## config.mk

```make
export PLATFORM = sky130hd
export DESIGN_NAME = length_prefixed_packet_deframer_core
export DESIGN_NICKNAME = d
export VERILOG_FILES = /design/src/hdl/lpd_pkg.sv /design/src/hdl/lpd_parser.sv /design/src/hdl/lpd_result_queue.sv /design/src/hdl/length_prefixed_packet_deframer_core.sv
export SDC_FILE = /design/constraint.sdc
export NUM_CORES = 1
export LEC_CHECK = 0
export BUFFER_PORTS_ARGS = -buffer_cell sky130_fd_sc_hd__buf_2
export CAP_MARGIN = 30
export CORE_AREA = 10 10 293 295
export CTS_BUF_LIST = sky130_fd_sc_hd__clkbuf_8
export CTS_CLUSTER_SIZE = 24
export DETAILED_ROUTE_END_ITERATION = 8
export DIE_AREA = 0 0 303 305
export RECOVER_POWER = 100
export SLEW_MARGIN = 40
export SYNTH_ARGS = -nofsm -noshare
export SYNTH_HDL_FRONTEND = slang
export SYNTH_SLANG_ARGS = --single-unit
```

## constraint.sdc

```tcl
create_clock -name clk -period 4.62 [get_ports clk]
set_clock_uncertainty 0.2 [all_clocks]
set_input_delay 0.462 -clock clk [delete_from_list [all_inputs] [get_ports clk]]
set_output_delay 0.462 -clock clk [all_outputs]
set_load 0.005 [all_outputs]
```

## src/hdl/lpd_pkg.sv

```systemverilog
// ----------------------------------------------------------------------------
// lpd_pkg: shared definitions for the packet deframer
// Result word layout, result kinds, parse phases and framing constants.
// ----------------------------------------------------------------------------
package lpd_pkg;

  localparam int MAX_BODY     = 4096;
  localparam int HDR_OVERHEAD = 10;
  localparam int TRAIL_BYTES  = 2;
  localparam int FIFO_DEPTH   = 4;
  localparam int PTR_W        = $clog2(FIFO_DEPTH);
  localparam int CNT_W        = 13;

  typedef enum logic [1:0] {
    KIND_BODY      = 2'd0,
    KIND_DONE      = 2'd1,
    KIND_MALFORMED = 2'd2
  } kind_t;

  typedef enum logic [5:0] {
    PH_SIZE  = 6'b000001,
    PH_ID    = 6'b000010,
    PH_TYPE  = 6'b000100,
    PH_BODY  = 6'b001000,
    PH_TRAIL = 6'b010000,
    PH_ERROR = 6'b100000
  } phase_t;

  typedef struct packed {
    kind_t                   kind;
    logic [7:0]              body_byte;
    logic signed [31:0]      packet_id;
    logic signed [31:0]      packet_type;
    logic [CNT_W-1:0]        body_length;
  } result_t;

  typedef struct packed {
    logic    valid;
    result_t data;
  } result_wr_t;

endpackage

```

## src/hdl/lpd_parser.sv

```systemverilog
// ----------------------------------------------------------------------------
// lpd_parser: framing front end
// Takes one stream byte per accepted word, tracks the packet phase and
// produces at most one result word for the queue behind it.
// ----------------------------------------------------------------------------
module lpd_parser (
  input  logic               clk,
  input  logic               rst_n,
  input  logic               accept,
  input  logic [7:0]         data_byte,
  input  logic               new_connection,
  output lpd_pkg::result_wr_t res
);

  lpd_pkg::phase_t             phase_r, phase_nxt;
  logic [lpd_pkg::CNT_W-1:0]   byte_count_r, byte_count_nxt;
  logic [31:0]                 declared_size_r, declared_size_nxt;
  logic [31:0]                 held_id_r, held_id_nxt;
  logic [31:0]                 held_type_r, held_type_nxt;
  logic [lpd_pkg::CNT_W-1:0]   body_count_r, body_count_nxt;
  logic                        nul_found_r, nul_found_nxt;

  always_comb begin
    lpd_pkg::phase_t           ph_e;
    logic [lpd_pkg::CNT_W-1:0] cnt_e;
    logic [31:0]               size_e;
    logic [31:0]               id_e;
    logic [31:0]               type_e;
    logic [lpd_pkg::CNT_W-1:0] body_e;
    logic                      nul_e;
    logic [lpd_pkg::CNT_W-1:0] cnt_inc;
    logic [31:0]               shifted_b;
    logic [31:0]               size_asm;
    logic [lpd_pkg::CNT_W-1:0] body_len;
    logic                      last_field_byte;

    ph_e   = phase_r;
    cnt_e  = byte_count_r;
    size_e = declared_size_r;
    id_e   = held_id_r;
    type_e = held_type_r;
    body_e = body_count_r;
    nul_e  = nul_found_r;

    // A new connection restarts from a clean state with this byte as the
    // first byte of a size field.
    if (new_connection) begin
      ph_e   = lpd_pkg::PH_SIZE;
      cnt_e  = '0;
      size_e = '0;
      id_e   = '0;
      type_e = '0;
      body_e = '0;
      nul_e  = 1'b0;
    end

    cnt_inc         = cnt_e + lpd_pkg::CNT_W'(1);
    shifted_b       = 32'(data_byte) << {cnt_e[1:0], 3'b000};
    size_asm        = size_e | shifted_b;
    body_len        = size_e[lpd_pkg::CNT_W-1:0] - lpd_pkg::CNT_W'(lpd_pkg::HDR_OVERHEAD);
    last_field_byte = (cnt_e[1:0] == 2'd3);

    phase_nxt         = ph_e;
    byte_count_nxt    = cnt_e;
    declared_size_nxt = size_e;
    held_id_nxt       = id_e;
    held_type_nxt     = type_e;
    body_count_nxt    = body_e;
    nul_found_nxt     = nul_e;
    res               = '0;

    case (ph_e)
      lpd_pkg::PH_SIZE: begin
        declared_size_nxt = size_asm;
        byte_count_nxt    = cnt_inc;
        if (last_field_byte) begin
          byte_count_nxt = '0;
          if ($signed(size_asm) < $signed(32'(lpd_pkg::HDR_OVERHEAD)) ||
              $signed(size_asm) >
              $signed(32'(lpd_pkg::HDR_OVERHEAD + lpd_pkg::MAX_BODY))) begin
            phase_nxt     = lpd_pkg::PH_ERROR;
            res.valid     = 1'b1;
            res.data.kind = lpd_pkg::KIND_MALFORMED;
          end else begin
            held_id_nxt    = '0;
            held_type_nxt  = '0;
            body_count_nxt = '0;
            nul_found_nxt  = 1'b0;
            phase_nxt      = lpd_pkg::PH_ID;
          end
        end
      end
      lpd_pkg::PH_ID: begin
        held_id_nxt    = id_e | shifted_b;
        byte_count_nxt = cnt_inc;
        if (last_field_byte) begin
          byte_count_nxt = '0;
          phase_nxt      = lpd_pkg::PH_TYPE;
        end
      end
      lpd_pkg::PH_TYPE: begin
        held_type_nxt  = type_e | shifted_b;
        byte_count_nxt = cnt_inc;
        if (last_field_byte) begin
          byte_count_nxt = '0;
          phase_nxt      = (size_e == 32'(lpd_pkg::HDR_OVERHEAD)) ?
                           lpd_pkg::PH_TRAIL : lpd_pkg::PH_BODY;
        end
      end
      lpd_pkg::PH_BODY: begin
        // Everything after the first NUL is swallowed silently.
        if (!nul_e && data_byte != 8'd0) begin
          body_count_nxt       = body_e + lpd_pkg::CNT_W'(1);
          res.valid            = 1'b1;
          res.data.kind        = lpd_pkg::KIND_BODY;
          res.data.body_byte   = data_byte;
          res.data.packet_id   = id_e;
          res.data.packet_type = type_e;
        end else begin
          nul_found_nxt = 1'b1;
        end
        byte_count_nxt = cnt_inc;
        if (cnt_inc >= body_len) begin
          byte_count_nxt = '0;
          phase_nxt      = lpd_pkg::PH_TRAIL;
        end
      end
      lpd_pkg::PH_TRAIL: begin
        byte_count_nxt = cnt_inc;
        if (cnt_inc >= lpd_pkg::CNT_W'(lpd_pkg::TRAIL_BYTES)) begin
          res.valid            = 1'b1;
          res.data.kind        = lpd_pkg::KIND_DONE;
          res.data.packet_id   = id_e;
          res.data.packet_type = type_e;
          res.data.body_length = body_e;
          phase_nxt            = lpd_pkg::PH_SIZE;
          byte_count_nxt       = '0;
          declared_size_nxt    = '0;
          body_count_nxt       = '0;
          nul_found_nxt        = 1'b0;
        end
      end
      default: begin
        // Error phase: discard until a new connection is flagged.
      end
    endcase

    if (!accept) begin
      res.valid = 1'b0;
    end
  end

  always_ff @(posedge clk) begin
    if (!rst_n) begin
      phase_r         <= lpd_pkg::PH_SIZE;
      byte_count_r    <= '0;
      declared_size_r <= '0;
      held_id_r       <= '0;
      held_type_r     <= '0;
      body_count_r    <= '0;
      nul_found_r     <= 1'b0;
    end else if (accept) begin
      phase_r         <= phase_nxt;
      byte_count_r    <= byte_count_nxt;
      declared_size_r <= declared_size_nxt;
      held_id_r       <= held_id_nxt;
      held_type_r     <= held_type_nxt;
      body_count_r    <= body_count_nxt;
      nul_found_r     <= nul_found_nxt;
    end
  end

endmodule

```

## src/hdl/lpd_result_queue.sv

```systemverilog
// ----------------------------------------------------------------------------
// lpd_result_queue: result buffer
// Short queue between the parser and the consumer; the oldest word is
// shown on the read side while the queue holds anything.
// ----------------------------------------------------------------------------
module lpd_result_queue (
  input  logic                clk,
  input  logic                rst_n,
  input  lpd_pkg::result_wr_t wr,
  input  logic                rd_en,
  output lpd_pkg::result_t    rd_data,
  output logic                full,
  output logic                empty
);

  lpd_pkg::result_t            entry_r [lpd_pkg::FIFO_DEPTH];
  logic [lpd_pkg::PTR_W-1:0]   wr_ptr_r, wr_ptr_nxt;
  logic [lpd_pkg::PTR_W-1:0]   rd_ptr_r, rd_ptr_nxt;
  logic [lpd_pkg::PTR_W:0]     count_r, count_nxt;
  logic                        do_rd;

  assign full    = (count_r == (lpd_pkg::PTR_W+1)'(lpd_pkg::FIFO_DEPTH));
  assign empty   = (count_r == '0);
  assign do_rd   = rd_en && !empty;
  assign rd_data = entry_r[rd_ptr_r];

  always_comb begin
    wr_ptr_nxt = wr.valid ? wr_ptr_r + lpd_pkg::PTR_W'(1) : wr_ptr_r;
    rd_ptr_nxt = do_rd ? rd_ptr_r + lpd_pkg::PTR_W'(1) : rd_ptr_r;
    count_nxt  = count_r + (lpd_pkg::PTR_W+1)'(wr.valid) - (lpd_pkg::PTR_W+1)'(do_rd);
  end

  always_ff @(posedge clk) begin
    if (wr.valid) begin
      entry_r[wr_ptr_r] <= wr.data;
    end
  end

  always_ff @(posedge clk) begin
    if (!rst_n) begin
      wr_ptr_r <= '0;
      rd_ptr_r <= '0;
      count_r  <= '0;
    end else begin
      wr_ptr_r <= wr_ptr_nxt;
      rd_ptr_r <= rd_ptr_nxt;
      count_r  <= count_nxt;
    end
  end

endmodule

```

## src/hdl/length_prefixed_packet_deframer_core.sv

```systemverilog
// ----------------------------------------------------------------------------
// length_prefixed_packet_deframer_core: packet deframer top level
// Splits a size-prefixed byte stream into body bytes and completion words.
// ----------------------------------------------------------------------------
// Throughput: one byte per cycle while not full, set by the parse step.
// Each result is registered in the queue as its byte is taken.
// The four-word result queue lets the input run on while results wait; full
// rises only when four results are waiting.
// Synchronous active-low reset clears the parse state and empties the queue.
module length_prefixed_packet_deframer_core (
  input  logic               clk,
  input  logic               rst_n,
  input  logic [7:0]         in_data_byte,
  input  logic               in_new_connection,
  input  logic               push,
  output logic               full,
  output logic [1:0]         out_result_kind,
  output logic [7:0]         out_body_byte,
  output logic signed [31:0] out_packet_id,
  output logic signed [31:0] out_packet_type,
  output logic [12:0]        out_body_length,
  output logic               empty,
  input  logic               pop
);

  lpd_pkg::result_wr_t res_wr;
  lpd_pkg::result_t    res_rd;
  logic                accept;

  assign accept = push && !full;

  lpd_parser u_parser (
    .clk            (clk),
    .rst_n          (rst_n),
    .accept         (accept),
    .data_byte      (in_data_byte),
    .new_connection (in_new_connection),
    .res            (res_wr)
  );

  lpd_result_queue u_queue (
    .clk     (clk),
    .rst_n   (rst_n),
    .wr      (res_wr),
    .rd_en   (pop),
    .rd_data (res_rd),
    .full    (full),
    .empty   (empty)
  );

  assign out_result_kind = res_rd.kind;
  assign out_body_byte   = res_rd.body_byte;
  assign out_packet_id   = res_rd.packet_id;
  assign out_packet_type = res_rd.packet_type;
  assign out_body_length = res_rd.body_length;

endmodule

```

# After elaboration in Yosys (flattened, before gate mapping)
# Memory sizes are Yosys's and may differ from the RTL's. A register that Yosys moved wholly into a read port is not among the register bits.
# Cells that the tools add are included.
# totals
register_bits	136
ram_bits	348
input_bits	13
output_inout_bits	89
elab_cells	95
mem_count	1
# classes
addsub	7
n_lt_le_gt_ge	4
eq_ne	8
shifts	1
n_mux	51
bitwise	3
n_reduce_logical	10
# mem_list
name	depth	word_bits	rd	rd_ports_with_merged_regs	write_ports	line_no	source
u_queue.entry_r	4	87	1	1	1	lpd_result_queue.sv:16	lpd_pkg::result_t entry_r [lpd_pkg::FIFO_DEPTH];
# op_table
op	count
$mux W32	8
$pmux W32 S2	3
$mux W13	10
$pmux W64 S2	1
$or A32 B32 Y32	3
$pmux W13 S3	2
$mux W77	1
$mux W75	1
$mux W6	7
$eq A32 B4 Y1 const B	1
$gt A32 B14 Y1 const B	1
$lt A32 B5 Y1 const B	1
$shl A8 B5 Y32	1
$pmux W6 S5	1
$add A13 B1 Y13 const B	2
$ge A13 B13 Y1	1
$ge A13 B2 Y1 const B	1
$sub A13 B4 Y13 const B	1
$mux W3	3
$pmux W3 S3	1
$mux W1	8
$mux W8	1
$reduce_bool A8 Y1	1
$eq A6 B1 Y1 const B	1
17 further kinds	23

# Depth between registers and ports, before layout
# Gate-level depths: netlist of run 1.
# depth
word_depth	11
ltp_mapped	17
depth_no_buf	16

# Cells and area by module
# From an unflattened synthesis of run 1, not the netlist that was laid out.
# unflattened
hier_cells	1322
hier_area_um2	20058.0
# modules_own_cells
module	n_inst	cells_each	area_each_um2	seq_area_each_um2
lpd_result_queue	1	499	13026.2	10630.2
lpd_parser	1	822	7018.0	2582.5
length_prefixed_packet_deframer_core	1	1	13.8	0.0

# Worst setup path after synthesis of run 1
# OpenSTA, ideal clock, no wires.
# synth_path
path_type	in2reg
from	input port in_new_connection
to	memory u_queue.entry_r[2][0] (netlist name) (enable)
setup_ns	0.455
t_arrival_ns	4.150
t_required_ns	3.965
slack_ns	-0.185
cell_stages	11
n_path_buf	1
path_cell_list	inv_2 -> and3_1 -> clkbuf_1 -> inv_1 -> ha_1 -> nand4b_1 -> o22ai_1 -> a31oi_4 -> nor2_1 -> o22ai_4 -> and2_1
# synth_lines
element	line_no	source
from (decl)	length_prefixed_packet_deframer_core.sv:14	input logic in_new_connection,
to (decl)	lpd_result_queue.sv:16	

==> summary.md, run 1 <==
| Metric | Value |
|---|---|
| Main synth FF type | `edfxtp_1` |
| Synth top cells by count | `edfxtp_1 (348), dfxtp_1 (138), and2_1 (97)` |
| Failing checks | `max-capacitance violations, max-slew violations` |
| Relative slew slack | `-0.425` |
| Total CTS buffers | `78` |
| Largest family of logic cells by synthesized area | `multiplexers` |
| EDFF count, synth | `348` |
| Tmin final | `4.14 ns` |
| Mux contribution to synthesized area | `0.101` |
| WP data required | `4.73 ns` |
| CTS root buf | `clkbuf_8` |
| Clk_lat worst skew | `0.65 ns` |
| Adder and majority gate portion of the synthesized area | `0.0142` |
| Share of layout cells above drive strength 1 | `0.179` |
| Initial DRC count | `856` |
| Rows | `104` |
| Post-synthesis cell type count | `84` |
| Mapped Nets | `1334` |
| H-tree depth | `3` |
| Worst R2R Start | `u_parser.phase_r[1]` |
| Routed len/inst | `20.5 um` |
| Async S/R FF share, synth | `0` |
| Final wirelength | `52300 um` |
| Post-synth top area share | `0.526` |
| Worst setup slack after layout | `0.481 ns` |
| Critical R2R Capture | `u_queue.entry_r[3][69]` |
| Setup TNS | `0 ns` |
| Die W | `303 um` |
| Synthesis-stage register bit count | `486` |
| IO buf count | `101` |
| Period utilization | `0.896` |
| Die Area | `92400 um^2` |
| Initial core utilization | `0.249` |
| Post-synthesis simple-gate area fraction | `0.0982` |
| TritonRoute pass-1 iters | `5` |
| Max-Cap Viols | `3` |
| CTS Buffer Depth | `3` |
| Crit. End Element | `register` |
| Max Clk Rate | `242 MHz` |
| Critical Path Fanout Max | `35` |
| Cell area after synthesis | `19900 um^2` |
| Pre-CTS setup slack | `0.755 ns` |
| # setup viols final | `0` |
| Count leader, synth | `edfxtp_1` |
| CP Class | `register to register` |
| DR DRC count | `0` |
| WL met2 | `26300 um` |
| Post-CTS Setup Inserts | `0` |
| CTS tree | `built` |
| Nets | `1463` |
| Reg2Reg Setup Slack | `0.48 ns` |
| Via count | `11777` |
| Largest net degree at the start of global routing | `65` |
| Met1 wire length | `22000 um` |
| Final Hold Viols | `0` |
| Leakage dissipation | `7.42 nW` |
| Global-route wire length before repair | `78500 um` |
| Status | `complete, but fails checks` |
| Die Ht | `305 um` |
| Max Used Layer | `met5` |
| Critical path's largest stage delay | `0.58 ns` |
| Synthesized instance count | `1299` |
| CTS sink cnt | `486` |
| Top cells by area, synth | `edfxtp_1 (53%), dfxtp_1 (14%), mux4_2 (9.9%)` |
| Vias per inst | `4.61` |
| Post-DRT Antenna Nets | `0` |
| Hold_ws | `0.104 ns` |
| Setup crit start kind | `register` |
| Vias in the first global route | `12290` |
| Slew @ Worst Pin | `2.11 ns` |
| Sequential element share of the synthesized area | `0.665` |
| Syn Area/Cell | `15.3 um^2` |
| RSZ-0062 raised after global routing | `no` |
| Yosys top cell by area | `edfxtp_1` |
| Finished Layout Cells | `2552` |
| I/O pins | `102` |
| Cts repair resizes | `0` |
| Critical Path Sink | `u_queue.entry_r[3][69]` |
| Synth-to-Final Area Change | `15.5%` |
| Hold-fix buffers, CTS | `0` |
| Antenna violations before repair | `3` |
| Placed Cells | `2408` |
| Critical Path AT | `4.25 ns` |
| Worst setup path startpoint | `u_parser.phase_r[1]` |
| Slew Viols, Final | `105` |
| Final HPWL DP | `34600 um` |
| # diodes | `0` |
| Total gr overflow | `0` |
| Worst-path cell chain | `nor4_1 -> nand4bb_1 -> nor2b_1 -> clkbuf_1 -> nor2_1 -> o22ai_1 -> and2_4 -> buf_12` |
| Hold Crit Class | `input port to register` |
| Peak VDD IR | `0.158 mV` |
| Core area | `79900 um^2` |
| Worst R2R Path Depth | `8` |
| Power Density | `419 nW/um^2` |
| Gpl congestion | `0.882` |
| Clock transition at path regs | `0.06 ns` |
| Compound-Gate Fraction of Synth Area | `0.0858` |
| Global Route Usage Sum | `0.111` |
| Synth warn | `0` |
| WL met3 | `2770 um` |
| Synth Area in XOR/XNOR | `0.0119` |
| Slowest CP cell | `o22ai_1` |
## how the worst min path moves through the flow
stage | slack (ns) | depth (start not counted) | from | to
3_3_place_gp | 0.24 | 1 | u_parser.held_id_r[26] | u_parser.held_id_r[26]
5_1_grt | 0.07 | 3 | in_new_connection | u_parser.byte_count_r[0]
2_1_floorplan | 0.22 | 1 | u_parser.held_id_r[0] | u_parser.held_id_r[0]
6_report | 0.10 | 3 | in_new_connection | u_parser.byte_count_r[0]
4_1_cts | 0.05 | 3 | in_data_byte[3] | u_parser.declared_size_r[11]
3_5_place_dp | 0.24 | 1 | u_parser.held_id_r[20] | u_parser.held_id_r[20]
## sequential cells by signal, summed over array words and instances, names as in the netlist, named ones only
signal,cells
u_parser.declared_size_r,32
u_parser.held_id_r,32
u_queue.count_r,3
u_queue.wr_ptr_r,2
u_parser.held_type_r,32
u_queue.entry_r,348
u_queue.rd_ptr_r,2
u_parser.nul_found_r,1
u_parser.byte_count_r,13
u_parser.body_count_r,13
u_parser.phase_r,6
## critical path, delay by kind of cell, from the launching register on
| family | cells | cell delay [ns] |
|---|---|---|
| buffers and inverters | 2 | 0.76 |
| AO/OA/AOI/OAI | 1 | 0.58 |
| AND/OR/NAND/NOR | 5 | 1.85 |
| flip-flops | 1 | 0.39 |
## cell type report
type / count / area, um^2
multi-input cells: 715 / 6120
clock buffers: 91 / 1250
clock inverters: 53 / 241
repair buffers: 127 / 713
flip-flops and latches: 486 / 13200
inverters: 20 / 75.1
fillers: 8116 / 57000
well taps: 1060 / 1330
## stage by stage
stage,utilization,power [W],cell area [um^2]
detailed placement,0.271,0.00634,21700
global route,0.287,0.0101,22900
global placement,0.270,0.00633,21600
CTS,0.290,0.00986,23200
floorplan,-,0.00579,19900
finish,0.287,0.00961,22900
## placed cells by master (no fill, tap or decap), drive strengths merged, types with 12 or more instances in the layout
cell type,instances
and2,97
inv,51
edfxtp,348
o21ai,28
ha,21
nand3,25
buf,46
nor2,76
clkinv,21
nand2,72
clkbuf,172
xnor2,16
a31oi,12
nor3,22
mux4,87
o2bb2ai,77
dfxtp,138
a21oi,29
## per-layer routing
layer	global-route usage	vias up
li1	-	5336
met3	0.0262	84
met2	0.190	329
met4	0.0328	4
met5	0	-
met1	0.138	6024
## where the power goes
group          switching [W]  internal [W]  leakage, nW
Combinational       0.000837      0.000577         2.15
Clock                0.00167       0.00181        0.874
Sequential         0.0000642       0.00465         4.40
## logic make-up (layout without fill, tap and decap cells)
| family | count (synthesis) | after routing |
|---|---|---|
| flip-flops | 486 | 486 |
| buffers and inverters | 98 | 291 |
| XOR/XNOR | 27 | 27 |
| multiplexers | 91 | 91 |
| AND/OR/NAND/NOR | 359 | 359 |
| adder cells (fa/ha/maj) | 22 | 22 |
| AO/OA/AOI/OAI | 216 | 216 |
Note: power is estimated with default switching activity, not from simulation.
==> run 2: changes to the inputs <==
--- a/config.mk
+++ b/config.mk
@@ -12,6 +12,7 @@
 export CTS_CLUSTER_SIZE = 24
 export DETAILED_ROUTE_END_ITERATION = 8
 export DIE_AREA = 0 0 303 305
+export PLACE_DENSITY_LB_ADDON = 0.12
 export RECOVER_POWER = 100
 export SLEW_MARGIN = 40
 export SYNTH_ARGS = -nofsm -noshare
==> summary.md, run 2 (synthesis gave the netlist of run 1 again) <==
| Metric | Value |
|---|---|
| Rows | `104` |
| Global Route Usage Sum | `0.123` |
| Share of layout cells above drive strength 1 | `0.181` |
| Slowest CP cell | `clkbuf_1` |
| Period utilization | `0.859` |
| Failing checks | `max-capacitance violations` |
| Critical Path Fanout Max | `18` |
| Cts repair resizes | `0` |
| RSZ-0062 raised after global routing | `no` |
| I/O pins | `102` |
| Max reg flops | `348` |
| TritonRoute pass-1 iters | `7` |
| CTS sink cnt | `486` |
| Total CTS buffers | `87` |
| Vias in the first global route | `12480` |
| Worst R2R Path Depth | `12` |
| Comb power frac | `0.143` |
| Total gr overflow | `0` |
| Via count | `11746` |
| CP Class | `register to register` |
| Final HPWL DP | `37400 um` |
| CTS Buffer Depth | `3` |
| CP Depth | `12` |
| Routed len/inst | `22.3 um` |
| Power Density | `431 nW/um^2` |
| Most common cell after layout, fill and taps aside | `edfxtp_1` |
| Hold_ws | `0.0983 ns` |
| WP data required | `4.99 ns` |
| Final wirelength | `57500 um` |
| Max Clk Rate | `252 MHz` |
| Status | `complete, but fails checks` |
| Synth-to-Final Area Change | `16.6%` |
| CP Buf/Inv Count | `4` |
| Peak VDD IR | `0.186 mV` |
| Die W | `303 um` |
| Critical Path AT | `4.34 ns` |
| Post-DRT Antenna Nets | `0` |
| Reg power frac | `0.479` |
| Share of power burned in the clock network | `0.378` |
| Initial DRC count | `686` |
| Clk_lat worst skew | `0.67 ns` |
| Critical path's largest stage delay | `0.56 ns` |
| Final Hold Viols | `0` |
| P_sw | `0.00277 W` |
| Internal power | `0.00721 W` |
| Worst-path cell chain | `clkbuf_1 -> and3_1 -> inv_1 -> ha_1 -> nand4b_1 -> o22ai_1 -> a31oi_4 -> buf_4 -> o21ai_0 -> clkbuf_1 -> nand2_1 -> o22ai_1` |
| Slew Viols, Final | `0` |
| CTS tree | `built` |
| IO buf count | `101` |
| H-tree depth | `3` |
| Core area | `79900 um^2` |
| CP delay by family, top | `buffers and inverters` |
| # setup viols final | `0` |
| Relative slew slack | `0.00672` |
| Hold-fix buffers, CTS | `0` |
| Gpl congestion | `0.790` |
| Max-Cap Viols | `1` |
| Tmin final | `3.97 ns` |
| Vias per inst | `4.55` |
| DR DRC count | `0` |
| Post-CTS Setup Inserts | `0` |
| CTS root buf | `clkbuf_8` |
| Clock transition at path regs | `0.07 ns` |
| Largest net degree at the start of global routing | `65` |
| Leakage dissipation | `7.52 nW` |
| Hold path depth | `2` |
| Slew @ Worst Pin | `1.49 ns` |
| Crit. End Element | `register` |
| Most frequent cells in the layout | `edfxtp_1 (348), dfxtp_1 (136), clkbuf_8 (97)` |
| Initial core utilization | `0.249` |
| Setup crit start kind | `register` |
| Biggest register | `u_queue.entry_r` |
| Sw Ratio | `0.277` |
| Nets | `1478` |
| Antenna violations before repair | `1` |
| Hold Crit Class | `input port to register` |
| Die Area | `92400 um^2` |
| Setup TNS | `0 ns` |
| Die Ht | `305 um` |
| Global-route wire length before repair | `85100 um` |
## run 2: power by group through the flow
stage / logic (W) / registers, W / clock network (W)
detailed placement: 0.00153 / 0.00488 / 0
CTS: 0.00154 / 0.00478 / 0.00393
global placement: 0.00146 / 0.00494 / 0
global route: 0.00160 / 0.00479 / 0.00413
finish: 0.00143 / 0.00478 / 0.00377
floorplan: 0.00102 / 0.00478 / 0
## run 2: path summary, 6_finish.rpt
| path | startpoint | to | slack (ns) |
|---|---|---|---|
| max | u_parser.byte_count_r[0] | u_parser.declared_size_r[4] | 0.65 |
| min | in_data_byte[4] | u_parser.held_type_r[12] | 0.1 |
| max reg2reg | u_parser.byte_count_r[0] | u_parser.declared_size_r[4] | 0.65 |
| min reg2reg | u_parser.held_type_r[25] | u_parser.held_type_r[25] | 0.26 |
## run 2: layer usage
metal  routed length (um)  track usage
met5                    0            0
met2                28200        0.204
met3                 2270       0.0252
met1                25300        0.157
met4                 1750       0.0445
## run 2: metrics by stage
step | setup WS, ns | instance area (um^2) | instances | utilization | total power, W
2_1_floorplan | 0.769 | 19900 | 1299 | - | 0.00579
3_3_place_gp | 0.749 | 21600 | 2413 | 0.271 | 0.00639
3_5_place_dp | 0.773 | 21700 | 2414 | 0.271 | 0.00640
4_1_cts | 0.969 | 23300 | 2578 | 0.292 | 0.0102
5_1_grt | 0.414 | 23200 | 2579 | 0.290 | 0.0105
6_report | 0.650 | 23200 | 2579 | 0.290 | 0.00998
## run 2: area by class of cell
| cell class | instances | area, um^2 |
|---|---|---|
| repair buffers | 133 | 741 |
| multi-input cells | 715 | 6160 |
| inverters | 20 | 75.1 |
| diodes | 1 | 2.50 |
| clock buffers | 97 | 1340 |
| well taps | 1060 | 1330 |
| clock inverters | 67 | 309 |
| fillers | 8125 | 56700 |
| flip-flops and latches | 486 | 13200 |
==> run 3: changes to the inputs <==
==> constraint.sdc (replaced) <==
create_clock -name clk -period 4.31 [get_ports clk]
set_clock_uncertainty 0.2 [all_clocks]
set_input_delay 0.431 -clock clk [delete_from_list [all_inputs] [get_ports clk]]
set_output_delay 0.431 -clock clk [all_outputs]
set_load 0.005 [all_outputs]
==> summary.md, run 3 (synthesis gave the netlist of run 1 again) <==
| Metric | Value |
|---|---|
| Die W | `303 um` |
| Post-DRT Antenna Nets | `0` |
| Global Route Usage Sum | `0.123` |
| Tot Pwr | `0.0109 W` |
| Period utilization | `0.912` |
| Initial core utilization | `0.249` |
| Clk_lat worst skew | `0.67 ns` |
| Crit. End Element | `register` |
| Initial DRC count | `689` |
| Max-Cap Viols | `0` |
| Peak VDD IR | `0.290 mV` |
| CTS sink cnt | `486` |
| Placed Cells | `2419` |
| RSZ-0062 raised after global routing | `no` |
| Die Ht | `305 um` |
| Core area | `79900 um^2` |
| CP Class | `register to register` |
| Via count | `11743` |
| Final HPWL DP | `36700 um` |
| Antenna violations before repair | `1` |
| Post-CTS Setup Inserts | `0` |
| I/O pins | `102` |
| Global-route wire length before repair | `85000 um` |
| Synth-to-Final Area Change | `17.3%` |
| Seq. cell area | `13200 um^2` |
| Total gr overflow | `0` |
| Final Hold Viols | `0` |
| Gpl congestion | `0.787` |
| Multi-input gate area | `6120 um^2` |
| Setup crit start kind | `register` |
| WP data required | `4.42 ns` |
| Vias per inst | `4.54` |
| Most frequent cells in the layout | `edfxtp_1 (348), dfxtp_1 (136), clkbuf_8 (103)` |
| CTS Buffer Depth | `3` |
| H-tree depth | `3` |
| Largest net degree at the start of global routing | `88` |
| Critical Path Fanout Max | `29` |
| Relative slew slack | `0.246` |
| Tmin final | `3.93 ns` |
| IO buf count | `101` |
| Slew Viols, Final | `0` |
| Routed len/inst | `22.2 um` |
| CTS tree | `built` |
| Finished Layout Cells | `2584` |
| Max Clk Rate | `254 MHz` |
| Status | `finished clean` |
| Cts repair resizes | `0` |
| Slew @ Worst Pin | `1.13 ns` |
| Setup TNS | `0 ns` |
| Critical Path AT | `4.04 ns` |
| Vias in the first global route | `12541` |
| Clock transition at path regs | `0.06 ns` |
| # fillers | `8155` |
| Die Area | `92400 um^2` |
| Leakage dissipation | `7.61 nW` |
| CTS root buf | `clkbuf_8` |
| Share of layout cells above drive strength 1 | `0.188` |
| Nets | `1484` |
| Total CTS buffers | `88` |
| Hold Crit Class | `input port to register` |
| Rows | `104` |
| Biggest register | `u_queue.entry_r` |
| Final core occ | `0.292` |
| # setup viols final | `0` |
| Most common cell after layout, fill and taps aside | `edfxtp_1` |
| TritonRoute pass-1 iters | `5` |
| DR DRC count | `0` |
| Final wirelength | `57300 um` |
| Hold-fix buffers, CTS | `0` |
| Max reg flops | `348` |
| Power Density | `470 nW/um^2` |
[run 3: metrics by stage]
stage	setup slack [ns]	hold WS (ns)	cell area, um^2
floorplan	0.490	0.224	19900
global placement	0.574	0.237	21700
detailed placement	0.552	0.242	21700
CTS	0.634	0.00664	23500
global route	0.133	0.0130	23300
finish	0.380	0.0592	23300
[run 3: area by class of cell]
class,instances,share of cell area
well taps,1060,0.0569
inverters,20,0.00322
repair buffers,138,0.0339
multi-input cells,715,0.263
clock inverters,61,0.0150
clock buffers,103,0.0608
flip-flops and latches,486,0.567
diodes,1,0.000107
[run 3: critical path, cell delays in order, from the launching register on]
cell	delay, ns
dfxtp_1	0.38
nor4_1	0.50
nand2b_2	0.17
or3b_1	0.50
a31oi_1	0.63
nor2_1	0.16
o22ai_4	0.31
and2_4	0.33
buf_6	0.35
[run 3: path summary, 6_finish.rpt]
path / startpoint / endpoint / slack [ns] / cells past startpoint
worst max-delay path: u_parser.phase_r[1] / u_queue.entry_r[0][29] / 0.38 / 8
worst min-delay path: in_data_byte[3] / u_parser.declared_size_r[11] / 0.06 / 3
worst max register to register: u_parser.phase_r[1] / u_queue.entry_r[0][29] / 0.38 / 8
worst min register to register: u_parser.held_type_r[3] / u_parser.held_type_r[3] / 0.26 / 1
[run 3: metal layers]
metal,routed length (um),up-vias,global-route usage
met5,0,-,0
met4,1340,0,0.0346
met3,2640,86,0.0251
met2,28900,288,0.210
met1,24400,5993,0.155
li1,-,5376,-
[run 3: where the power goes]
part / internal [W] / switching (W)
Sequential: 0.00499 / 0.0000494
Clock: 0.00236 / 0.00196
Combinational: 0.000636 / 0.000946
